--- src/hw/rtl/reservation_station_scheduler_macros.svh ---
// Assertion macros for the reservation station scheduler.
// Used by reservation_station_scheduler.sv in hw/rtl; expects clk_i and rst_ni in scope.
`ifndef RESERVATION_STATION_SCHEDULER_MACROS_SVH
`define RESERVATION_STATION_SCHEDULER_MACROS_SVH

// property must hold at every rising clock edge outside reset
`define RSS_ASSERT(label, prop, msg) \
  label: assert property (@(posedge clk_i) disable iff (!rst_ni) (prop)) else $error(msg);

// expression must never be true outside reset
`define RSS_ASSERT_NEVER(label, expr, msg) \
  label: assert property (@(posedge clk_i) disable iff (!rst_ni) !(expr)) else $error(msg);

`endif

--- src/hw/rtl/rss_pkg.sv ---
// Package for the reservation station scheduler: codes, widths and the
// structs passed between the top level and the station slices. No dependencies.
package rss_pkg;

  localparam int KindW  = 3;
  localparam int RegW   = 4;
  localparam int LatW   = 7;
  localparam int CntW   = 6;
  localparam int MaskW  = 8;
  localparam int TickW  = 32;
  localparam int StNumW = 3;
  localparam int MaxRegs = 16;

  localparam logic [LatW-1:0] LatMin = 7'd2;
  localparam logic [LatW-1:0] LatMax = 7'd64;

  typedef enum logic [KindW-1:0] {
    KIND_NONE = 3'd0,
    KIND_LOAD = 3'd1,
    KIND_ADD  = 3'd2,
    KIND_SUB  = 3'd3,
    KIND_MUL  = 3'd4,
    KIND_DIV  = 3'd5
  } kind_e;

  typedef enum logic [1:0] {
    CFG_LOAD_LAT   = 2'd0,
    CFG_ADDSUB_LAT = 2'd1,
    CFG_MUL_LAT    = 2'd2,
    CFG_DIV_LAT    = 2'd3
  } cfg_idx_e;

  typedef enum logic [1:0] {
    ST_FREE,
    ST_WAIT,
    ST_RUN,
    ST_DONE
  } phase_e;

  typedef struct packed {
    logic            en;
    logic [CntW-1:0] cnt_init;
  } st_issue_t;

  typedef struct packed {
    logic free;
    logic start;
    logic finish;
    logic bcast;
  } st_stat_t;

endpackage

--- src/hw/rtl/rss_station.sv ---
// One reservation station: operand wait tags, execution countdown and phase.
// Depends on rss_pkg.
module rss_station #(
  parameter int NumSt = 8,
  parameter int TagW  = 4
) (
  input  logic                 clk_i,
  input  logic                 rst_ni,
  input  logic                 en_i,
  input  rss_pkg::st_issue_t   issue_i,
  input  logic [TagW-1:0]      tag_a_i,
  input  logic [TagW-1:0]      tag_b_i,
  input  logic [NumSt-1:0]     bcast_i,
  output rss_pkg::st_stat_t    stat_o
);

  localparam logic [TagW-1:0] NoTag = TagW'(NumSt);
  localparam int PadW = (2 ** TagW) - NumSt;

  rss_pkg::phase_e phase_q, phase_d;
  logic [rss_pkg::CntW-1:0] cnt_q, cnt_d;
  logic [TagW-1:0] tag_a_q, tag_a_d;
  logic [TagW-1:0] tag_b_q, tag_b_d;
  logic [(2 ** TagW)-1:0] bcast_pad;

  assign bcast_pad = {{PadW{1'b0}}, bcast_i};

  always_comb begin
    logic [TagW-1:0] ta;
    logic [TagW-1:0] tb;
    phase_d = phase_q;
    cnt_d   = cnt_q;
    ta      = tag_a_q;
    tb      = tag_b_q;
    case (phase_q)
      rss_pkg::ST_FREE: begin
        if (issue_i.en) begin
          phase_d = rss_pkg::ST_WAIT;
          cnt_d   = issue_i.cnt_init;
          ta      = tag_a_i;
          tb      = tag_b_i;
        end
      end
      rss_pkg::ST_WAIT: begin
        if (tag_a_q == NoTag && tag_b_q == NoTag) begin
          phase_d = rss_pkg::ST_RUN;
        end
      end
      rss_pkg::ST_RUN: begin
        cnt_d = cnt_q - rss_pkg::CntW'(1);
        if (cnt_q == rss_pkg::CntW'(1)) begin
          phase_d = rss_pkg::ST_DONE;
        end
      end
      rss_pkg::ST_DONE: begin
        phase_d = rss_pkg::ST_FREE;
      end
      default: begin
        phase_d = rss_pkg::ST_FREE;
      end
    endcase
    // result bus snoop
    tag_a_d = bcast_pad[ta] ? NoTag : ta;
    tag_b_d = bcast_pad[tb] ? NoTag : tb;
  end

  always_comb begin
    stat_o.free   = (phase_q == rss_pkg::ST_FREE);
    stat_o.start  = (phase_q == rss_pkg::ST_WAIT) && (tag_a_q == NoTag) && (tag_b_q == NoTag);
    stat_o.finish = (phase_q == rss_pkg::ST_RUN) && (cnt_q == rss_pkg::CntW'(1));
    stat_o.bcast  = (phase_q == rss_pkg::ST_DONE);
  end

  always_ff @(posedge clk_i or negedge rst_ni) begin
    if (!rst_ni) begin
      phase_q <= rss_pkg::ST_FREE;
    end else if (en_i) begin
      phase_q <= phase_d;
    end
  end

  always_ff @(posedge clk_i) begin
    if (en_i) begin
      cnt_q   <= cnt_d;
      tag_a_q <= tag_a_d;
      tag_b_q <= tag_b_d;
    end
  end

endmodule

--- src/hw/rtl/reservation_station_scheduler.sv ---
// Reservation station scheduler: Tomasulo issue, wakeup and result broadcast
// timing, one machine cycle per input transaction. Depends on rss_pkg,
// rss_station and reservation_station_scheduler_macros.svh.
//
// Usage:
//   s_axis: one transaction per machine cycle; tdata carries kind, dest_reg,
//     src_reg_a, src_reg_b. A kind of none still advances the machine.
//   m_axis: one result transaction per input: issued flag, station taken,
//     start/finish/broadcast masks of that cycle and the cycle count.
//   cfg: latency registers (load, add/sub, mul, div), written by index; always
//     ready. Values below 2 act as 2, above 64 as 64.
// Pipeline: input register, then the station update and result register in
//   one pass.
// Throughput: one transaction per clock unless m_axis stalls; all stations, the
//   register status table and result bus snoop update together in one pass.
// Reset: all stations free, all register tags clear, cycle count zero,
//   latencies 2, 2, 10, 40.
// Stall: when m_axis is not taken the result holds, the input register fills,
//   and s_axis_tready_o drops until the result is taken.
`include "reservation_station_scheduler_macros.svh"

module reservation_station_scheduler #(
  parameter int NUM_REGISTERS   = 16,
  parameter int LOAD_STATIONS   = 3,
  parameter int ADD_STATIONS    = 3,
  parameter int MULDIV_STATIONS = 2
) (
  input  logic        clk_i,
  input  logic        rst_ni,
  input  logic        s_axis_tvalid_i,
  output logic        s_axis_tready_o,
  // [2:0] kind, [6:3] dest_reg, [10:7] src_reg_a, [14:11] src_reg_b, [15] zero
  input  logic [15:0] s_axis_tdata_i,
  output logic        m_axis_tvalid_o,
  input  logic        m_axis_tready_i,
  // [0] issued, [3:1] issued_station, [11:4] start_mask, [19:12] finish_mask,
  // [27:20] broadcast_mask, [59:28] tick_number, [63:60] zero
  output logic [63:0] m_axis_tdata_o,
  input  logic        cfg_valid_i,
  output logic        cfg_ready_o,
  input  logic [1:0]  cfg_index_i,
  input  logic [6:0]  cfg_data_i
);

  localparam int NumSt   = LOAD_STATIONS + ADD_STATIONS + MULDIV_STATIONS;
  localparam int TagW    = $clog2(NumSt + 1);
  localparam int PadW    = (2 ** TagW) - NumSt;
  localparam int NumRegs = (NUM_REGISTERS < rss_pkg::MaxRegs) ? NUM_REGISTERS
                                                               : rss_pkg::MaxRegs;
  localparam int RegIdxW = $clog2(NumRegs);
  localparam int AddLo   = LOAD_STATIONS;
  localparam int MdLo    = LOAD_STATIONS + ADD_STATIONS;
  localparam logic [TagW-1:0] NoTag = TagW'(NumSt);

  // configuration
  logic [rss_pkg::LatW-1:0] lat_load_q, lat_addsub_q, lat_mul_q, lat_div_q;

  // input register
  logic                      in_valid_q;
  logic [rss_pkg::KindW-1:0] in_kind_q;
  logic [rss_pkg::RegW-1:0]  in_dest_q, in_sa_q, in_sb_q;

  // result register
  logic                       m_valid_q;
  logic                       out_issued_q;
  logic [rss_pkg::StNumW-1:0] out_station_q;
  logic [rss_pkg::MaskW-1:0]  out_start_q, out_finish_q, out_bcast_q;
  logic [rss_pkg::TickW-1:0]  tick_q;

  logic advance;
  logic issue_fire;
  logic found;
  logic [NumSt-1:0] sel_oh;
  logic [TagW-1:0]  sel_tag;
  logic [rss_pkg::StNumW-1:0] sel_num;
  logic [rss_pkg::LatW-1:0] lat_raw, lat_clamp;
  logic is_load;
  logic [TagW-1:0] src_tag_a, src_tag_b;
  logic [rss_pkg::MaskW-1:0] start_m, finish_m, bcast_m;

  rss_pkg::st_stat_t  stat   [NumSt];
  rss_pkg::st_issue_t issue  [NumSt];
  logic [NumSt-1:0]   bcast_vec;
  logic [(2 ** TagW)-1:0] bcast_pad;

  logic [TagW-1:0] regtag_q [NumRegs];
  logic [TagW-1:0] regtag_d [NumRegs];

  assign cfg_ready_o = 1'b1;

  always_ff @(posedge clk_i or negedge rst_ni) begin
    if (!rst_ni) begin
      lat_load_q   <= 7'd2;
      lat_addsub_q <= 7'd2;
      lat_mul_q    <= 7'd10;
      lat_div_q    <= 7'd40;
    end else if (cfg_valid_i) begin
      case (rss_pkg::cfg_idx_e'(cfg_index_i))
        rss_pkg::CFG_LOAD_LAT:   lat_load_q   <= cfg_data_i;
        rss_pkg::CFG_ADDSUB_LAT: lat_addsub_q <= cfg_data_i;
        rss_pkg::CFG_MUL_LAT:    lat_mul_q    <= cfg_data_i;
        rss_pkg::CFG_DIV_LAT:    lat_div_q    <= cfg_data_i;
        default: begin
        end
      endcase
    end
  end

  // handshake
  assign advance         = in_valid_q && (!m_valid_q || m_axis_tready_i);
  assign s_axis_tready_o = !in_valid_q || advance;
  assign m_axis_tvalid_o = m_valid_q;

  always_ff @(posedge clk_i or negedge rst_ni) begin
    if (!rst_ni) begin
      in_valid_q <= 1'b0;
      m_valid_q  <= 1'b0;
      tick_q     <= '0;
    end else begin
      if (s_axis_tready_o) begin
        in_valid_q <= s_axis_tvalid_i;
      end
      if (advance) begin
        m_valid_q <= 1'b1;
        tick_q    <= tick_q + rss_pkg::TickW'(1);
      end else if (m_axis_tready_i) begin
        m_valid_q <= 1'b0;
      end
    end
  end

  always_ff @(posedge clk_i) begin
    if (s_axis_tready_o && s_axis_tvalid_i) begin
      in_kind_q <= s_axis_tdata_i[2:0];
      in_dest_q <= s_axis_tdata_i[6:3];
      in_sa_q   <= s_axis_tdata_i[10:7];
      in_sb_q   <= s_axis_tdata_i[14:11];
    end
    if (advance) begin
      out_issued_q  <= found;
      out_station_q <= found ? sel_num : '0;
      out_start_q   <= start_m;
      out_finish_q  <= finish_m;
      out_bcast_q   <= bcast_m;
    end
  end

  // station group and latency select
  always_comb begin
    int lo;
    int hi;
    logic kind_ok;
    lo      = 0;
    hi      = 0;
    kind_ok = 1'b1;
    is_load = 1'b0;
    lat_raw = lat_load_q;
    case (rss_pkg::kind_e'(in_kind_q))
      rss_pkg::KIND_LOAD: begin
        lo      = 0;
        hi      = LOAD_STATIONS;
        is_load = 1'b1;
        lat_raw = lat_load_q;
      end
      rss_pkg::KIND_ADD, rss_pkg::KIND_SUB: begin
        lo      = AddLo;
        hi      = MdLo;
        lat_raw = lat_addsub_q;
      end
      rss_pkg::KIND_MUL: begin
        lo      = MdLo;
        hi      = NumSt;
        lat_raw = lat_mul_q;
      end
      rss_pkg::KIND_DIV: begin
        lo      = MdLo;
        hi      = NumSt;
        lat_raw = lat_div_q;
      end
      default: begin
        kind_ok = 1'b0;
      end
    endcase
    found   = 1'b0;
    sel_oh  = '0;
    sel_tag = NoTag;
    sel_num = '0;
    for (int j = 0; j < NumSt; j++) begin
      if (kind_ok && !found && j >= lo && j < hi && stat[j].free) begin
        found     = 1'b1;
        sel_oh[j] = 1'b1;
        sel_tag   = TagW'(j);
        sel_num   = rss_pkg::StNumW'(j);
      end
    end
  end

  assign lat_clamp  = (lat_raw < rss_pkg::LatMin) ? rss_pkg::LatMin :
                      (lat_raw > rss_pkg::LatMax) ? rss_pkg::LatMax : lat_raw;
  assign issue_fire = advance && found;

  // register status read for the sources
  assign src_tag_a = (is_load || (5'(in_sa_q) >= 5'(NumRegs))) ? NoTag
                   : regtag_q[in_sa_q[RegIdxW-1:0]];
  assign src_tag_b = (is_load || (5'(in_sb_q) >= 5'(NumRegs))) ? NoTag
                   : regtag_q[in_sb_q[RegIdxW-1:0]];

  for (genvar g = 0; g < NumSt; g++) begin : g_st
    assign issue[g].en       = issue_fire && sel_oh[g];
    assign issue[g].cnt_init = rss_pkg::CntW'(lat_clamp - rss_pkg::LatW'(1));
    assign bcast_vec[g]      = stat[g].bcast;

    rss_station #(
      .NumSt (NumSt),
      .TagW  (TagW)
    ) u_station (
      .clk_i   (clk_i),
      .rst_ni  (rst_ni),
      .en_i    (advance),
      .issue_i (issue[g]),
      .tag_a_i (src_tag_a),
      .tag_b_i (src_tag_b),
      .bcast_i (bcast_vec),
      .stat_o  (stat[g])
    );
  end

  assign bcast_pad = {{PadW{1'b0}}, bcast_vec};

  always_comb begin
    start_m  = '0;
    finish_m = '0;
    bcast_m  = '0;
    for (int j = 0; j < rss_pkg::MaskW; j++) begin
      if (j < NumSt) begin
        start_m[j]  = stat[j].start;
        finish_m[j] = stat[j].finish;
        bcast_m[j]  = stat[j].bcast;
      end
    end
  end

  // register status table: rename wins over the broadcast clear
  always_comb begin
    for (int r = 0; r < NumRegs; r++) begin
      regtag_d[r] = bcast_pad[regtag_q[r]] ? NoTag : regtag_q[r];
      if (issue_fire && in_dest_q == rss_pkg::RegW'(r)) begin
        regtag_d[r] = sel_tag;
      end
    end
  end

  always_ff @(posedge clk_i or negedge rst_ni) begin
    if (!rst_ni) begin
      for (int r = 0; r < NumRegs; r++) begin
        regtag_q[r] <= NoTag;
      end
    end else if (advance) begin
      for (int r = 0; r < NumRegs; r++) begin
        regtag_q[r] <= regtag_d[r];
      end
    end
  end

  assign m_axis_tdata_o = {4'b0000, tick_q, out_bcast_q, out_finish_q, out_start_q,
                           out_station_q, out_issued_q};

  `RSS_ASSERT_NEVER(a_masks_disjoint, m_valid_q && (((out_start_q & out_finish_q) != '0) || ((out_finish_q & out_bcast_q) != '0)), "station both started and finished, or finished and broadcast")
  `RSS_ASSERT(a_fresh_idle, (NumSt <= rss_pkg::MaskW) && m_valid_q && out_issued_q |-> !out_start_q[out_station_q] && !out_finish_q[out_station_q] && !out_bcast_q[out_station_q], "newly issued station acted in its issue cycle")
  `RSS_ASSERT(a_tick_step, advance |=> tick_q == $past(tick_q) + rss_pkg::TickW'(1), "cycle count did not step with the transaction")

endmodule

--- config.mk ---
export PLATFORM = sky130hd
export DESIGN_NAME = reservation_station_scheduler
export DESIGN_NICKNAME = d
export VERILOG_FILES = /design/src/hw/rtl/rss_pkg.sv /design/src/hw/rtl/rss_station.sv /design/src/hw/rtl/reservation_station_scheduler.sv
export VERILOG_INCLUDE_DIRS = /design/src /design/src/hw/rtl
export SDC_FILE = /design/constraint.sdc
export NUM_CORES = 1
export LEC_CHECK = 0
export BUFFER_PORTS_ARGS = -buffer_cell sky130_fd_sc_hd__buf_2
export CAP_MARGIN = 10
export CELL_PAD_IN_SITES_DETAIL_PLACEMENT = 1
export CELL_PAD_IN_SITES_GLOBAL_PLACEMENT = 1
export CORE_UTILIZATION = 35
export CTS_CLUSTER_SIZE = 40
export DETAILED_ROUTE_END_ITERATION = 7
export GPL_TIMING_DRIVEN = 0
export PLACE_DENSITY = 0.64
export SKIP_CTS_REPAIR_TIMING = 1
export SKIP_LAST_GASP = 1
export SYNTH_ARGS = -nofsm -noshare
export SYNTH_HDL_FRONTEND = slang
export SYNTH_SLANG_ARGS = --single-unit
export TNS_END_PERCENT = 1
--- constraint.sdc ---
create_clock -name clk_i -period 6.3 [get_ports clk_i]
set_clock_uncertainty 0.05 [all_clocks]
set_input_delay 0.63 -clock clk_i [delete_from_list [all_inputs] [get_ports clk_i]]
set_output_delay 0.63 -clock clk_i [all_outputs]
set_load 0.05 [all_outputs]
==> summary.txt, run 1 <==
Routing
  • Routed vias/inst: 5.55
  • Drt pass-1 iters: 5
  • DRT iter0 DRCs: roughly 900
  • Via count: 13300
  • Wire length per cell: around 22 um
  • Drt total wl: ~54 mm
  • DRC: 0
  • Remaining antenna violation count: 0

Clock network
  • Max Buffers Root-to-Sink: 3
  • CTS sink count: 297
  • Skew-Pair Late Insertion Delay: 0.56 ns
  • CTS tree: built
  • Clock transition at path regs: ~0.060 ns
  • H-tree depth: 2
  • Num CTS Buffers: 36
  • Root Driver: clkbuf_16

Die
  • Core ar.: 0.0501 sq mm
  • Die Span X: 227 um
  • Num rows: between 80 and 90
  • Die height: 227 um
  • Die ar.: 0.0515 sq mm
  • Initial core utilization: between 30% and 40%
  • I/O Pins: 97

Pwr
  • P per Cell Area: approximately 400 mW/mm^2
  • Total chip power: 8100 uW
  • Worst VDD drop: 0.250 mV
  • Leak: 0.00801 uW

Flow run
  • Maxcap violations: 0

Timing
  • Final Max Slew Viols: 0
  • RSZ-0062 raised after global routing: no
  • Final setup violation count: 0
  • Fin. Hold Viols: 0
  • Final period utilization: between 80% and 90%
  • Min Hold Slack: 0.191 ns
  • Slew @ Worst Pin: around 1.2 ns
  • Fin crit period: 5.05 ns
  • Relative slew slack: 20.6%
  • Max Fclk: 0.198 GHz

Layout
  • Core Util, Final: 40.3%
  • Layout cells sized above 1: 19.2%
  • Filler cells: 5553
  • Number of nets in the layout: 1784
  • Diode count: 0
  • Final instance area: 0.0202 sq mm
  • Area grow syn2layout: 14.0%

Run status
  • Outcome: finished, final reports clean

GRT
  • Global-route wire length before repair: between 80 and 90 mm
  • Grt ovf: 0
  • Antenna violations before repair: 3
  • Vias in the first global route: 13800
  • Total Routing Usage GR: a little over a fifth
  • Largest net degree at the start of global routing: 93

Hold path
  • Worst min path class: input port to flip-flop

Logic synthesis
  • Synth Area per Inst: 11.4 sq um
  • Synth Flop Type: edfxtp_1
  • EDFF count, synth: approximately 160
  • YS warnings: 0
  • Post-synthesis cell type count: 86
  • Yosys reg bits: a little under 300
  • Sequential share of the synthesized area: 46.5%
  • Syn Inst Count: approximately 1600
  • FFs w/ async S/R, synth: 47.8%
  • Post-Syn Area: 0.0177 sq mm

Place
  • Detail Placement HPWL: 38.4 mm
  • Placer Congestion: 0.890
  • Placed instance area: 0.0191 sq mm
  • Port bufs: 90

Worst setup path
  • CP arrival: 5.25 ns
  • CP bufs+invs: 5
  • WS Path Type: flip-flop to flip-flop
  • Required @ worst endpoint: approximately 6.5 ns
  • Critical path's top delay family: buffers and inverters
  • Cell with the most instances on the worst path: inv_1
  • Slowest stage cell on the critical path: xnor2_1
  • Worst Path Max Fanout: 10
  • Max stage delay on crit path: 0.94 ns
  • CP Capture Type: flip-flop
  • CP Launch Type: flip-flop
  • Crit path cell chain: buf_2 -> inv_1 -> ha_1 -> clkbuf_1 -> inv_1 -> mux2i_1 -> nor2_1 -> nand2_1 -> nor2_1 -> nor3b_2 -> inv_1 -> ha_1 -> xnor2_1 -> a21oi_1
-- layout by cell type, fill, tap and decap left out, drive strengths merged, types with 12 or more instances in the layout --
master and instances:
ha 59, mux2i 116, xor2 23, and2 15
xnor2 42, nor2b 18, dfrtp 120, dfstp 22
a22o 14, mux2 48, a22oi 15, a21oi 60
nand3b 13, mux4 68, clkbuf 97, o22ai 16
nand4 14, nor4 12, nor2 108, nand3 61
nor3 23, edfxtp 155, o21a 12, nand2 111
o21ai 63, inv 97, and3 25, nand2b 21
buf 123
-- stage by stage --
step / TNS [ns] / instances / setup WS, ns
global placement: -90.70 / 2324 / -1.63
detailed placement: 0 / 2328 / 1.22
floorplan: 0 / 1562 / 1.09
global route: 0 / 2392 / 0.862
CTS: 0 / 2391 / 1.20
finish: 0 / 2392 / 1.25
-- cells by family after synthesis --
family	share of synthesized area (%)
AOI/OAI and AO/OA	10.2
xor gates and xnor gates	3.21
adders and majority gates	4.17
buffers and inverters	3.97
DFF	46.5
muxes	18.3
other	0.0424
and+or+nand+nor	13.7
-- where the power goes --
group / internal, uW / leakage, uW / switching [uW]
registers: 2590 / 0.00325 / 404
clock network: 1130 / 0.000538 / 845
logic: 1220 / 0.00422 / 1910
total: 4940 / 0.00801 / 3160
-- Yosys cell counts (22+ instances only) --
| cell type | instances | share of area, % |
|---|---|---|
| xor2_1 | 23 | 1.1 |
| edfxtp_1 | 155 | 26 |
| clkbuf_1 | 46 | 0.97 |
| xnor2_1 | 42 | 2.1 |
| nand3_1 | 61 | 1.7 |
| mux4_2 | 68 | 8.6 |
| dfrtp_1 | 120 | 17 |
| nand2_1 | 111 | 2.4 |
| nor2_1 | 108 | 2.3 |
| ha_1 | 59 | 4.2 |
| and3_1 | 25 | 0.88 |
| mux2_2 | 46 | 2.9 |
| inv_1 | 95 | 2.0 |
| mux2i_1 | 114 | 6.4 |
| dfstp_2 | 22 | 3.3 |
| a21oi_1 | 60 | 1.7 |
| o21ai_0 | 57 | 1.6 |
-- state kept, by name (all words and copies together) (netlist names), 8 cells and up --
name,flops
g_st.u_station.cnt_q,48
g_st.u_station.phase_q,16
out_start_q,8
g_st.u_station.tag_b_q,32
regtag_q,64
out_bcast_q,8
tick_q,32
g_st.u_station.tag_a_q,32
out_finish_q,8
-- layer usage --
| layer | GRT usage (%) | part of all wire, % | vias to the layer above |
|---|---|---|---|
| li1 | - | - | 6039 |
| met4 | 6.93 | 2.5 | 4 |
| met2 | 33.6 | 47 | 358 |
| met3 | 3.25 | 5.3 | 84 |
| met5 | 0 | 0.050 | - |
| met1 | 29.4 | 45 | 6779 |
-- final cells by class --
type | count | area [sq um] | area share, %
clock inverters | 12 | 68.8 | 0.341
clock buffers | 51 | 1020 | 5.05
repair buffers | 95 | 539 | 2.67
flip-flops and latches | 297 | 8240 | 40.8
well taps | 672 | 841 | 4.16
multi-input cells | 1095 | 8790 | 43.5
plain buffers | 75 | 348 | 1.72
inverters | 95 | 357 | 1.77
-- path summary, 6_finish.rpt --
path | depth (start not counted) | from | end | slack [ns]
worst max-delay path | 14 | in_kind_q[1] | g_st[3].u_station.cnt_q[2] | 1.25
worst max register to register | 14 | in_kind_q[1] | g_st[3].u_station.cnt_q[2] | 1.25
max in group asynchronous | 3 | rst_ni | regtag_q[59] | 4.80
min in group asynchronous | 2 | rst_ni | tick_q[15] | 0.53
worst min register to register | 1 | tick_q[31] | tick_q[31] | 0.42
worst min-delay path | 1 | s_axis_tdata_i[11] | in_sb_q[0] | 0.19
-- worst reg2reg max path, delay by kind of cell, from the launching register on --
family | cells | cell delay, ns
XOR/XNOR | 1 | 0.94
flip-flops | 1 | 0.53
AND/OR/NAND/NOR | 4 | 1.05
buffers and inverters | 5 | 1.12
AO/OA/AOI/OAI | 1 | 0.17
multiplexers | 1 | 0.29
adder cells (fa/ha/maj) | 2 | 0.61
Power figures use the tool's default switching activity.
==> run 2: changes to the inputs <==
- PLACE_DENSITY: 0.64 -> 0.66
- clock period: 6.3 -> 4.38 ns (I/O delays scaled with it)
==> summary.txt, run 2 (synthesis gave the netlist of run 1 again) <==
Pwr
  • Leak: roughly 0.008 uW
  • P per Cell Area: 584 mW/mm^2
  • Worst VDD drop: about 0.33 mV

Die
  • Die Span X: ~230 um
  • Die ar.: about 0.052 sq mm
  • Core ar.: 0.0501 sq mm
  • I/O Pins: between 90 and 100
  • Num rows: 82
  • Die height: between 200 and 250 um
  • Initial core utilization: 35.4%

Clock network
  • H-tree depth: 2
  • CTS sink count: 297
  • Clock transition at path regs: 0.06 ns
  • Max Buffers Root-to-Sink: 3
  • CTS tree: built
  • Root Driver: clkbuf_16
  • Num CTS Buffers: 37
  • Skew-Pair Late Insertion Delay: ~0.57 ns

Timing
  • Min Hold Slack: -0.000172 ns
  • Final Max Slew Viols: 0
  • Slew @ Worst Pin: roughly 1.3 ns
  • Fin. Hold Viols: 1
  • Fin crit period: between 4 and 5 ns
  • RSZ-0062 raised after global routing: yes
  • Max Fclk: 0.232 GHz
  • Relative slew slack: around 16%
  • Final period utilization: 98.4%
  • Final setup violation count: 0

Routing
  • DRT iter0 DRCs: just under 1000
  • DRC: 0
  • Via count: 13500
  • Routed vias/inst: around 5.6
  • Drt total wl: 54.4 mm
  • Drt pass-1 iters: 5
  • Remaining antenna violation count: 0
  • Wire length per cell: 22.6 um

Layout
  • Filler cells: 5604
  • Core Util, Final: between 40% and 50%
  • Commonest non-fill, non-tap cell in the layout: edfxtp_1
  • Most frequent cells in the layout: edfxtp_1 (155), dfrtp_1 (120), mux2i_1 (114)
  • Area grow syn2layout: 15.5%
  • Top Registers: regtag_q: 64 flops, g_st.u_station.cnt_q: 48 flops
  • Layout cells sized above 1: 19.5%
  • Post-Layout Cell Count: between 2000 and 2500
  • Register bank with the most flops: regtag_q
  • Number of nets in the layout: 1796
  • Flip-flop count of the largest register after layout: between 60 and 70

Place
  • Placer Congestion: 0.910
  • Port bufs: 90
  • Detail Placement HPWL: about 38 mm
  • Cell Count Post-Placement: 2328

Worst setup path
  • Cell with the most instances on the worst path: nor2_1
  • CP Capture Type: flip-flop
  • CP arrival: 4.55 ns
  • Required @ worst endpoint: 4.62 ns
  • CP bufs+invs: 2
  • CP Launch Type: flip-flop
  • Worst Path Max Fanout: 10
  • Max stage delay on crit path: between 1 and 1.5 ns
  • WS Path Type: flip-flop to flip-flop
  • Slowest stage cell on the critical path: o31ai_1
  • Critical path's top delay family: compound AO/OA/AOI/OAI gates
  • Crit path cell chain: buf_2 -> inv_1 -> ha_1 -> nand4bb_1 -> o32ai_2 -> o31ai_1 -> nor2_1 -> nand3_1 -> mux2i_1 -> o21ai_0 -> nor2_1

GRT
  • Grt ovf: 0
  • Antenna violations before repair: 2
  • Total Routing Usage GR: 21.3%
  • Global-route wire length before repair: 83.7 mm
  • Vias in the first global route: 14000
  • Largest net degree at the start of global routing: 79

Hold path
  • Worst min path class: input port to flip-flop

Flow run
  • Maxcap violations: 0

Run status
  • Outcome: finished with violations
  • Failing checks: hold timing
-- run 2: power breakdown --
| part | internal (uW) | total, uW | switching, uW |
|---|---|---|---|
| registers | 3720 | 4300 | 579 |
| logic | 1780 | 4560 | 2780 |
| clock network | 1850 | 3110 | 1260 |
| total | 7350 | 12000 | 4620 |
-- run 2: metrics by stage --
stage	setup TNS, ns	hold WS [ns]	power (uW)	cell area (sq um)	setup WS [ns]
2_1_floorplan	0	0.0924	7300	17700	0.576
3_3_place_gp	-28.79	0.405	8630	19000	-0.936
3_5_place_dp	-10.95	0.422	8820	19100	-0.711
4_1_cts	-11.06	-0.142	12000	20300	-0.710
5_1_grt	-4.13	0.00309	12600	20500	-0.208
6_report	0	-0.000172	12000	20500	0.0700
-- run 2: final timing paths --
| check | startpoint | to | slack (ns) | cells after the start |
|---|---|---|---|---|
| setup / recovery | in_kind_q[1] | g_st[2].u_station.tag_a_q[0] | 0.07 | 11 |
| hold / removal | s_axis_tdata_i[14] | in_sb_q[3] | -0.0002 | 1 |
| setup reg to reg | in_kind_q[1] | g_st[2].u_station.tag_a_q[0] | 0.07 | 11 |
| hold reg to reg | regtag_q[23] | regtag_q[23] | 0.43 | 2 |
| max in group asynchronous | rst_ni | regtag_q[11] | 3.00 | 3 |
| min in group asynchronous | rst_ni | tick_q[14] | 0.40 | 2 |
-- run 2: layout make-up --
class                   instances  area, sq um  share of cell area [%]
diodes                          1         2.50                  0.0122
well taps                     672          841                    4.11
multi-input cells            1095         8840                    43.2
plain buffers                  75          352                    1.72
inverters                      95          357                    1.74
clock inverters                16          159                   0.776
flip-flops and latches        297         8240                    40.2
clock buffers                  52         1040                    5.10
repair buffers                106          642                    3.13
-- run 2: layer usage --
layer | up-vias | wire, um | GRT usage, %
met5 | - | 13 | 0
met3 | 83 | 3220 | 3.28
met4 | 2 | 1490 | 6.99
met1 | 6952 | 24700 | 30.1
met2 | 405 | 25000 | 33.4
li1 | 6075 | - | -
